<file path="src/design/swa_pkg.sv">
package swa_pkg;

  localparam int unsigned SampleW  = 16;
  localparam int unsigned FilledW  = 5;
  localparam int unsigned WindowDef = 16;

  // controller to datapath
  typedef struct packed {
    logic load_in;    // capture sample, read oldest entry
    logic update;     // write entry, update sum, count and position
    logic div_start;  // load divider with |sum|
    logic div_step;   // one quotient bit
    logic out_load;   // move signed quotient into output register
  } swa_cmd_t;

  // datapath to controller
  typedef struct packed {
    logic div_last;   // current step is the final one
    logic out_free;   // output register can take a new result
  } swa_sts_t;

endpackage

</file>
<file path="src/design/swa_in_if.sv">
interface swa_in_if;
  logic                                valid;
  logic                                ready;
  logic signed [swa_pkg::SampleW-1:0]  sample;

  modport source (output valid, output sample, input ready);
  modport sink   (input valid, input sample, output ready);
endinterface

</file>
<file path="src/design/swa_out_if.sv">
interface swa_out_if;
  logic                                valid;
  logic                                ready;
  logic signed [swa_pkg::SampleW-1:0]  mean;
  logic        [swa_pkg::FilledW-1:0]  filled;

  modport source (output valid, output mean, output filled, input ready);
  modport sink   (input valid, input mean, input filled, output ready);
endinterface

</file>
<file path="src/design/swa_ctrl.sv">
module swa_ctrl (
  input  logic              clk_i,
  input  logic              rst_ni,
  input  logic              in_valid_i,
  output logic              in_ready_o,
  input  swa_pkg::swa_sts_t sts_i,
  output swa_pkg::swa_cmd_t cmd_o
);

  localparam logic [2:0] S_IDLE   = 3'd0;
  localparam logic [2:0] S_UPDATE = 3'd1;
  localparam logic [2:0] S_DSTART = 3'd2;
  localparam logic [2:0] S_DIV    = 3'd3;
  localparam logic [2:0] S_FINISH = 3'd4;

  logic [2:0] state_q, state_d;

  always_comb begin
    state_d    = state_q;
    cmd_o      = '0;
    in_ready_o = 1'b0;
    unique case (state_q)
      S_IDLE: begin
        in_ready_o = 1'b1;
        if (in_valid_i) begin
          cmd_o.load_in = 1'b1;
          state_d       = S_UPDATE;
        end
      end
      S_UPDATE: begin
        cmd_o.update = 1'b1;
        state_d      = S_DSTART;
      end
      S_DSTART: begin
        cmd_o.div_start = 1'b1;
        state_d         = S_DIV;
      end
      S_DIV: begin
        cmd_o.div_step = 1'b1;
        if (sts_i.div_last) state_d = S_FINISH;
      end
      S_FINISH: begin
        // hold the result until the output register drains
        if (sts_i.out_free) begin
          cmd_o.out_load = 1'b1;
          state_d        = S_IDLE;
        end
      end
      default: state_d = S_IDLE;
    endcase
  end

  always_ff @(posedge clk_i or negedge rst_ni) begin
    if (!rst_ni) begin
      state_q <= S_IDLE;
    end else begin
      state_q <= state_d;
    end
  end

  a_load_when_free: assert property (@(posedge clk_i) disable iff (!rst_ni)
    cmd_o.out_load |-> sts_i.out_free)
    else $error("result loaded over a pending result");

  a_step_follows_start: assert property (@(posedge clk_i) disable iff (!rst_ni)
    cmd_o.div_start |=> cmd_o.div_step)
    else $error("divider started without stepping");

endmodule

</file>
<file path="src/design/swa_datapath.sv">
module swa_datapath #(
  parameter int unsigned WINDOW = swa_pkg::WindowDef
) (
  input  logic                               clk_i,
  input  logic                               rst_ni,
  input  swa_pkg::swa_cmd_t                  cmd_i,
  output swa_pkg::swa_sts_t                  sts_o,
  input  logic signed [swa_pkg::SampleW-1:0] sample_i,
  output logic                               out_valid_o,
  input  logic                               out_ready_i,
  output logic signed [swa_pkg::SampleW-1:0] mean_o,
  output logic        [swa_pkg::FilledW-1:0] filled_o
);

  localparam int unsigned SW = swa_pkg::SampleW;
  localparam int unsigned PW = $clog2(WINDOW);
  localparam int unsigned FW = $clog2(WINDOW + 1);
  localparam int unsigned UW = SW + $clog2(WINDOW);   // sum width
  localparam int unsigned CW = $clog2(UW + 1);

  logic signed [SW-1:0] mem_q [WINDOW];
  logic signed [SW-1:0] sample_q, old_q;
  logic        [PW-1:0] pos_q;
  logic        [FW-1:0] fill_q;
  logic signed [UW-1:0] sum_q, sum_d;
  logic        [FW:0]   rem_q;
  logic        [UW-1:0] quo_q;
  logic                 neg_q;
  logic        [CW-1:0] cnt_q;
  logic signed [SW-1:0] mean_q;
  logic [swa_pkg::FilledW-1:0] filled_q;
  logic                 out_valid_q;

  logic          full;
  logic [FW:0]   shifted, divisor;
  logic          ge;
  logic [SW-1:0] quo_low;

  assign full    = (fill_q == FW'(WINDOW));
  assign sum_d   = sum_q + UW'(sample_q) - (full ? UW'(old_q) : UW'(0));
  assign shifted = {rem_q[FW-1:0], quo_q[UW-1]};
  assign divisor = {1'b0, fill_q};
  assign ge      = (shifted >= divisor);
  assign quo_low = quo_q[SW-1:0];

  assign sts_o.div_last = (cnt_q == CW'(1));
  assign sts_o.out_free = !out_valid_q || out_ready_i;

  // window memory: registered read of the oldest entry, write on update
  always_ff @(posedge clk_i) begin
    if (cmd_i.load_in) old_q <= mem_q[pos_q];
    if (cmd_i.update)  mem_q[pos_q] <= sample_q;
  end

  always_ff @(posedge clk_i) begin
    if (cmd_i.load_in) sample_q <= sample_i;
    if (cmd_i.div_start) begin
      quo_q <= sum_q[UW-1] ? UW'(-sum_q) : UW'(sum_q);
      neg_q <= sum_q[UW-1];
      rem_q <= '0;
    end else if (cmd_i.div_step) begin
      rem_q <= ge ? (shifted - divisor) : shifted;
      quo_q <= {quo_q[UW-2:0], ge};
    end
    if (cmd_i.out_load) begin
      mean_q   <= neg_q ? (-quo_low) : quo_low;
      filled_q <= swa_pkg::FilledW'(fill_q);
    end
  end

  always_ff @(posedge clk_i or negedge rst_ni) begin
    if (!rst_ni) begin
      pos_q       <= '0;
      fill_q      <= '0;
      sum_q       <= '0;
      cnt_q       <= '0;
      out_valid_q <= 1'b0;
    end else begin
      if (cmd_i.update) begin
        sum_q  <= sum_d;
        fill_q <= full ? fill_q : fill_q + FW'(1);
        pos_q  <= (pos_q == PW'(WINDOW - 1)) ? '0 : pos_q + PW'(1);
      end
      if (cmd_i.div_start)     cnt_q <= CW'(UW);
      else if (cmd_i.div_step) cnt_q <= cnt_q - CW'(1);
      if (cmd_i.out_load)                    out_valid_q <= 1'b1;
      else if (out_ready_i && out_valid_q)   out_valid_q <= 1'b0;
    end
  end

  assign out_valid_o = out_valid_q;
  assign mean_o      = mean_q;
  assign filled_o    = filled_q;

  a_fill_bound: assert property (@(posedge clk_i) disable iff (!rst_ni)
    fill_q <= FW'(WINDOW))
    else $error("fill count beyond window");

  a_pos_bound: assert property (@(posedge clk_i) disable iff (!rst_ni)
    pos_q <= PW'(WINDOW - 1))
    else $error("write position beyond window");

  a_div_done: assert property (@(posedge clk_i) disable iff (!rst_ni)
    cmd_i.out_load |-> (cnt_q == '0) && (fill_q != '0))
    else $error("result taken before division finished");

endmodule

</file>
<file path="src/design/sliding_window_average_unit.sv">
// channel  modport  payload               meaning
// in_i     sink     sample[15:0] signed   new sample
// out_o    source   mean[15:0] signed     truncated mean of filled entries
//                   filled[4:0]           entries averaged
//
// A result passes these steps from the accepting edge: memory read and sample capture
// at acceptance, the sum update, the divider load, a restoring divide of the W-bit
// |sum| by the fill count, W = 16 + clog2(WINDOW) (W = 20 at WINDOW 16), and the
// load of the output register, which waits while out_o holds an untaken result.
// in_i is ready again right after the load.
// in_i is ready only while no item is in flight; a result waiting on out_o
// does not block acceptance, only the next result load.
// Reset clears count, position, sum and output valid; window entries are
// not cleared, and an entry read before it is written is not used.
module sliding_window_average_unit #(
  parameter int unsigned WINDOW = swa_pkg::WindowDef
) (
  input  logic      clk_i,
  input  logic      rst_ni,
  swa_in_if.sink    in_i,
  swa_out_if.source out_o
);

  swa_pkg::swa_cmd_t cmd;
  swa_pkg::swa_sts_t sts;

  swa_ctrl u_ctrl (
    .clk_i      (clk_i),
    .rst_ni     (rst_ni),
    .in_valid_i (in_i.valid),
    .in_ready_o (in_i.ready),
    .sts_i      (sts),
    .cmd_o      (cmd)
  );

  swa_datapath #(
    .WINDOW (WINDOW)
  ) u_datapath (
    .clk_i       (clk_i),
    .rst_ni      (rst_ni),
    .cmd_i       (cmd),
    .sts_o       (sts),
    .sample_i    (in_i.sample),
    .out_valid_o (out_o.valid),
    .out_ready_i (out_o.ready),
    .mean_o      (out_o.mean),
    .filled_o    (out_o.filled)
  );

endmodule

</file>
<file path="src/flat_wrapper.sv">
// flat-port wrapper written by rule: the top's interface ports become plain ports
module sliding_window_average_unit_flat 
#(
  parameter int unsigned WINDOW = swa_pkg::WindowDef
)
  (clk_i, rst_ni, in_i_valid, in_i_sample, in_i_ready, out_o_valid, out_o_mean, out_o_filled, out_o_ready);
  swa_in_if in_i_i ();
  swa_out_if out_o_i ();
  input  logic clk_i;
  input  logic rst_ni;
  input wire logic [$bits(in_i_i.valid)-1:0] in_i_valid;
  input wire logic [$bits(in_i_i.sample)-1:0] in_i_sample;
  output wire logic [$bits(in_i_i.ready)-1:0] in_i_ready;
  output wire logic [$bits(out_o_i.valid)-1:0] out_o_valid;
  output wire logic [$bits(out_o_i.mean)-1:0] out_o_mean;
  output wire logic [$bits(out_o_i.filled)-1:0] out_o_filled;
  input wire logic [$bits(out_o_i.ready)-1:0] out_o_ready;
  assign in_i_i.valid = in_i_valid;
  assign in_i_i.sample = in_i_sample;
  assign in_i_ready = in_i_i.ready;
  assign out_o_valid = out_o_i.valid;
  assign out_o_mean = out_o_i.mean;
  assign out_o_filled = out_o_i.filled;
  assign out_o_i.ready = out_o_ready;
  sliding_window_average_unit #(.WINDOW(WINDOW)) u_core (.clk_i(clk_i), .rst_ni(rst_ni), .in_i(in_i_i), .out_o(out_o_i));
endmodule
</file>
<file path="config.mk">
export PLATFORM = sky130hd
export DESIGN_NAME = sliding_window_average_unit_flat
export DESIGN_NICKNAME = d
export VERILOG_FILES = /design/src/design/swa_pkg.sv /design/src/design/swa_in_if.sv /design/src/design/swa_out_if.sv /design/src/design/swa_ctrl.sv /design/src/design/swa_datapath.sv /design/src/design/sliding_window_average_unit.sv /design/src/flat_wrapper.sv
export SDC_FILE = /design/constraint.sdc
export NUM_CORES = 1
export LEC_CHECK = 0
export ABC_CLOCK_PERIOD_IN_PS = 4500
export BUFFER_PORTS_ARGS = -buffer_cell sky130_fd_sc_hd__buf_4
export CAP_MARGIN = 20
export CELL_PAD_IN_SITES_DETAIL_PLACEMENT = 1
export CELL_PAD_IN_SITES_GLOBAL_PLACEMENT = 1
export CORE_ASPECT_RATIO = 1.25
export CORE_MARGIN = 2
export CORE_UTILIZATION = 53
export CTS_BUF_LIST = sky130_fd_sc_hd__clkbuf_16
export DETAILED_ROUTE_END_ITERATION = 7
export GPL_TIMING_DRIVEN = 0
export PLACE_DENSITY_LB_ADDON = 0.1
export SKIP_CTS_REPAIR_TIMING = 1
export SLEW_MARGIN = 10
export SYNTH_ARGS = -nofsm -noshare
export SYNTH_HDL_FRONTEND = slang
export SYNTH_SLANG_ARGS = --single-unit
</file>
<file path="constraint.sdc">
create_clock -name clk_i -period 4.5 [get_ports clk_i]
set_input_delay 0.45 -clock clk_i [delete_from_list [all_inputs] [get_ports clk_i]]
set_output_delay 0.45 -clock clk_i [all_outputs]
set_load 0.05 [all_outputs]
</file>
After elaboration in Yosys (flattened, before gate mapping)
Memories as Yosys holds them, arrays and structs flattened. A register that Yosys moved wholly into a read port is not among the register bits.
Index checks and enable logic that the tools add are counted.
{ "totals": {"input_bits": 20, "ff_bits": 101, "n_memories": 1, "elab_cells": 66, "mem_bits_rw": 256, "latchBits": 0, "out_inout_bits": 23, "romBits": 0} }
{ "mem_list": {"columns": ["name", "depth", "word_bits", "read_ports", "rd_clocked_by_memory_dff", "write_ports", "line", "source"], "rows": [
  ["u_core.u_datapath.mem_q", 16, 16, 1, 1, 1, "swa_datapath.sv:21", "logic signed [SW-1:0] mem_q [WINDOW];"]
]} }
{ "classes": {"n_addsub": 8, "n_bitwise": 1, "mul": 0, "order_cmp": 1, "div": 0, "reduce_logical": 8, "shift": 0, "mux": 25, "n_eq_ne": 10} }
{ "ops": {"columns": ["operator", "n"], "rows": [
  ["20-bit two-way mux", 4],
  ["20-bit by 16-bit adder with 20-bit output", 1],
  ["20-bit negator", 1],
  ["20-bit subtractor", 1],
  ["16-bit two-way mux", 1],
  ["16-bit negator", 1],
  ["5-bit two-way mux", 3],
  ["3-bit one-hot mux with 5 select lines", 1],
  ["1-bit two-way mux", 12],
  ["3-bit two-way mux", 3],
  ["3-bit by 2-bit equality test with 1-bit output, second input constant", 2],
  ["6-bit by 5-bit >= comparator with 1-bit output", 1],
  ["5-bit by 1-bit adder with 5-bit output, second input constant", 1],
  ["5-bit by 1-bit equality test with 1-bit output, second input constant", 1],
  ["5-bit equality test, second input constant", 1],
  ["5-bit by 1-bit subtractor with 5-bit output, second input constant", 1],
  ["5-bit subtractor", 1],
  ["4-bit by 1-bit adder with 4-bit output, second input constant", 1],
  ["4-bit equality test, second input constant", 1],
  ["4-bit two-way mux", 1],
  ["2-bit by 1-bit inequality test with 1-bit output, second input constant", 2],
  ["2-bit nonzero test", 2],
  ["3-bit by 1-bit equality test with 1-bit output, second input constant", 1],
  ["3-bit equality test, second input constant", 1],
  ["8 further kinds", 8]
]} }

Logic depth before layout (Yosys ltp)
{ "logic_depth": {"ltp_word": 5, "ltp_mapped": 17, "mapped_depth_nobuf": 16} }

Hierarchy
From an unflattened synthesis, not the netlist that was laid out.
{ "hier_totals": {"cells_unflattened": 1017, "area_unflattened_um2": 16525.8} }
{ "modules_own_cells": {"columns": ["module", "seq_area_each_um2", "cells_per_inst", "instances", "area_per_inst_um2"], "rows": [
  ["swa_datapath", 10885.4, 997, 1, 16355.7],
  ["swa_ctrl", 75.1, 20, 1, 170.2]
]} }

Worst setup path after synthesis
Ideal clock, no wire load.
{ "synth_path": {"kind": "reg2reg", "start": "register u_core.u_datapath.fill_q[1]", "end": "register u_core.u_datapath.sum_q[14]", "setup_ns": 0.138, "slack_ns": 0.965, "stages_incl_launch_ff": 15, "n_path_buf": 1, "synth_period_minus_slack_ns": 3.535, "required_time_ns": 4.362, "t_arrival_ns": 3.397, "cell_sequence": "dfrtp_1 -> inv_1 -> ha_1 -> nand2_1 -> nor3_1 -> clkbuf_1 -> and2_1 -> fa_1 -> fa_1 -> nand2b_1 -> a21oi_1 -> o2111ai_1 -> a211oi_1 -> nand2b_1 -> o221ai_1"} }
{ "synth_between": {"elab_chain_len": 3} }
{ "synth_rtl": {"columns": ["element", "line", "source"], "rows": [
  ["start: declaration", "swa_datapath.sv:24", "logic [FW-1:0] fill_q;"],
  ["start signal: assignment", "swa_datapath.sv:81", "fill_q <= full ? fill_q : fill_q + FW'(1);"],
  ["5-bit equality test", "swa_datapath.sv:39", "assign full = (fill_q == FW'(WINDOW));"],
  ["20-bit two-way mux", "swa_datapath.sv:40", "assign sum_d = sum_q + UW'(sample_q) - (full ? UW'(old_q) : UW'(0));"],
  ["20-bit subtractor", "swa_datapath.sv:40", null],
  ["end signal: assignment", "swa_datapath.sv:80", "sum_q <= sum_d;"],
  ["end: declaration", "swa_datapath.sv:25", "logic signed [UW-1:0] sum_q, sum_d;"]
]} }
No other way between the ends.
A chain may end at the register's enable or synchronous reset.

Worst setup path after layout
Same ends and word-level chain as after synthesis.

==> results.sh <==
export IMPL_gp_congestion=0.808
export IMPL_synth_largest_area_cell="edfxtp_1"
export IMPL_io_pins=43
export IMPL_synthTopCellsByArea="edfxtp_1 60%, mux4_2 11%, dfrtp_1 5.7%, ha_1 2.7%, fa_1 2.4%"
export IMPL_fillers=2814
export IMPL_cts_sinks=373
export IMPL_dr_total_vias=9280
export IMPL_drt_iter0_markers=698
export IMPL_cp_startpoint="u_core.u_datapath.fill_q[1]$_DFFE_PN0P_"
export IMPL_fin_ws_ps=321
export IMPL_grt_pass1_wl_um=59300
export IMPL_holdPathEnd="u_core.u_datapath.sample_q[14]$_DFFE_PP_"
export IMPL_synth_top_area_frac=0.597
export IMPL_synth_main_ff_cell="edfxtp_1"
export IMPL_r2r_cells=14
export IMPL_grt_ovfl_total=0
export IMPL_holdPathStages=1
export IMPL_grt_pass1_vias=10000
export IMPL_drv_slew=0
export IMPL_fin_worst_skew_ps=12.8
export IMPL_cts_max_level=2
export IMPL_synth_nets=1132
export IMPL_required_ps=4880
export IMPL_post_route_min_period_ps=4180
export IMPL_clk_latency_ps=540
export IMPL_die_y_um=202
export IMPL_hold_start="in_i_sample[14]"
export IMPL_fin_cells=1594
export IMPL_cap_viol_max_count=0
export IMPL_postSynthCellCount=1056
export IMPL_r2r_slack_ps=320
export IMPL_die_w_um=162
export IMPL_tns_ps=0
export IMPL_async_reset_ff_frac=0.102
export IMPL_yosysSeqAreaShare=0.660
export IMPL_worst_setup_path_start_kind="flip-flop"
export IMPL_fmaxAchievable_mhz=239
export IMPL_clk_pin_slew_ps=60
export IMPL_setup_viol=0
export IMPL_rsz0062_at_grt="no"
export IMPL_crit_arrival_ps=4560
export IMPL_numCtsBuffers=39
export IMPL_start_util=0.537
export IMPL_p_leak_nw=6.75
export IMPL_yosys_warnings=0
export IMPL_vdd_drop_max_mv=0.447
export IMPL_grt_max_degree=39
export IMPL_synth_commonest_cells="330 x edfxtp_1, 94 x inv_1, 80 x mux4_2, 59 x nand2_1, 47 x a21oi_1"
export IMPL_synthToLayoutAreaGrowth_pct=14.6
export IMPL_reg2reg_from="u_core.u_datapath.fill_q[1]$_DFFE_PN0P_"
export IMPL_yosysMostFrequentCell="edfxtp_1"
export IMPL_drc=0
export IMPL_cts_tree="yes"
export IMPL_crit_fanout=10
export IMPL_syn_area_um2=16600
export IMPL_synth_seq_cells=373
export IMPL_hp_class="in -> reg"
export IMPL_totalWireLength_um=39000
export IMPL_track_usage=0.245
export IMPL_dieArea_um2=32800
export IMPL_min_period_over_period=0.929
export IMPL_cts_root_buf="clkbuf_16"
export IMPL_routed_via_density=5.82
export IMPL_power_density_nw_per_um2=604
export IMPL_diodes=0
export IMPL_status="finished clean"
export IMPL_relSlewSlack=0.254
export IMPL_finalHoldViolations=0
export IMPL_crit_type="reg -> reg"
export IMPL_clock_path_buffers=3
export IMPL_dr_pass1_iters=5
export IMPL_synthDistinctLibCells=54
export IMPL_syn_area_per_cell_um2=15.7
export IMPL_core_area_um2=30900
export IMPL_preCtsSetupSlack_ps=-224
export IMPL_synth_edf_count=330
export IMPL_dp_hpwl_um=26300
export IMPL_placementRows=72
export IMPL_fin_nets=1233
export IMPL_drive_above_1_share=0.182
export IMPL_postRouteAntennaNets=0
export IMPL_antenna_found_initial=0
export IMPL_wl_per_cell_um=24.5
export IMPL_dp_cells=1509
export IMPL_power_total_mw=11.5
export IMPL_critPathCaptureType="flip-flop"
export IMPL_r2r_end="u_core.u_datapath.sum_q[14]$_DFFE_PN0P_"
export IMPL_tightest_slew_ps=1120
export IMPL_io_buffer_count=42
==> cell usage in the layout, fill, tap and decap left out, types with 6 or more instances in the layout <==
master,n
edfxtp_1,330
inv_1,101
mux4_2,80
nand2_1,59
a21oi_1,47
o21ai_0,45
buf_4,43
nor2_1,42
xnor2_1,41
clkbuf_16,40
dfrtp_1,38
ha_1,36
and2_1,32
clkbuf_1,28
fa_1,20
o31ai_1,17
nand2b_1,14
nand3_1,12
nor3_1,9
nand4_1,9
clkinv_1,8
buf_8,8
clkinv_2,7
or4_1,6
and3_1,6
o21a_1,6
o211ai_1,6
xor2_1,6
buf_16,6
==> critical path, cell delays in order, from the launching register on <==
cell	delay [ps]
dfrtp_1	460
inv_1	140
ha_1	170
nand2_1	90
nor3_4	280
clkbuf_2	280
and2_1	180
fa_1	460
fa_1	460
nand2b_1	200
a21oi_1	300
o2111ai_1	220
a211oi_1	480
nand2b_1	190
o221ai_1	130
==> worst max-delay path by stage <==
stage                                              endpoint  slack, ps  cells after the start
floorplan           u_core.u_datapath.sum_q[14]$_DFFE_PN0P_        960                     14
global placement    u_core.u_datapath.sum_q[14]$_DFFE_PN0P_       -520                     14
detailed placement  u_core.u_datapath.sum_q[14]$_DFFE_PN0P_       -220                     14
CTS                 u_core.u_datapath.sum_q[14]$_DFFE_PN0P_       -280                     14
global route        u_core.u_datapath.sum_q[14]$_DFFE_PN0P_         30                     14
finish              u_core.u_datapath.sum_q[14]$_DFFE_PN0P_        320                     14
==> metal layers <==
layer  routed length [µm]  part of all wire  GRT usage  up-vias
met5                    0                 0          0        -
met4                 1090             0.028     0.0866        0
met3                 1780             0.046     0.0304       73
met2                21300              0.55      0.455      261
met1                14800              0.38      0.293     4756
li1                     -                 -          -     4190
==> report_power, final <==
| part | switching (mW) | leakage [nW] | internal [mW] |
|---|---|---|---|
| Combinational | 2.17 | 2.62 | 1.74 |
| Clock | 1.32 | 0.637 | 1.80 |
| Sequential | 0.283 | 3.49 | 4.18 |
==> through the flow <==
| step | hold WS (ps) | utilization | cell area [µm²] |
|---|---|---|---|
| 2_1_floorplan | 154 | - | 16600 |
| 3_3_place_gp | 430 | 0.564 | 17400 |
| 3_5_place_dp | 441 | 0.568 | 17500 |
| 4_1_cts | -101 | 0.608 | 18800 |
| 5_1_grt | 69.5 | 0.616 | 19000 |
| 6_report | 80.5 | 0.616 | 19000 |
==> cells by family (layout without fill, tap and decap cells) <==
| logic type | Yosys count | in the layout | synth area share |
|---|---|---|---|
| AOI/OAI and AO/OA | 144 | 144 | 0.0532 |
| DFF | 373 | 373 | 0.660 |
| and+or+nand+nor | 215 | 215 | 0.0664 |
| adders and majority gates | 56 | 56 | 0.0512 |
| buffers and inverters | 132 | 263 | 0.0302 |
| xor gates and xnor gates | 47 | 47 | 0.0248 |
| muxes | 89 | 89 | 0.114 |
==> flip-flops by register name (all words and copies together) (netlist names), 5 cells and up <==
signal                      flops
u_core.u_datapath.cnt_q         5
u_core.u_datapath.mem_q       256
u_core.u_datapath.old_q        16
u_core.u_datapath.fill_q        5
u_core.u_datapath.filled_o      5
u_core.u_datapath.rem_q         5
u_core.u_datapath.sum_q        20
u_core.u_datapath.quo_q        20
u_core.u_datapath.sample_q     16
u_core.u_datapath.mean_o       16
==> layout make-up <==
class | instances | area, µm² | share of cell area
flip-flops and latches | 373 | 11000 | 0.576
multi-input cells | 551 | 5160 | 0.271
clock buffers | 40 | 1000 | 0.0526
repair buffers | 60 | 649 | 0.0341
well taps | 407 | 509 | 0.0268
inverters | 94 | 353 | 0.0185
clock inverters | 31 | 240 | 0.0126
plain buffers | 38 | 151 | 0.00796
Power figures use the tool's default switching activity.
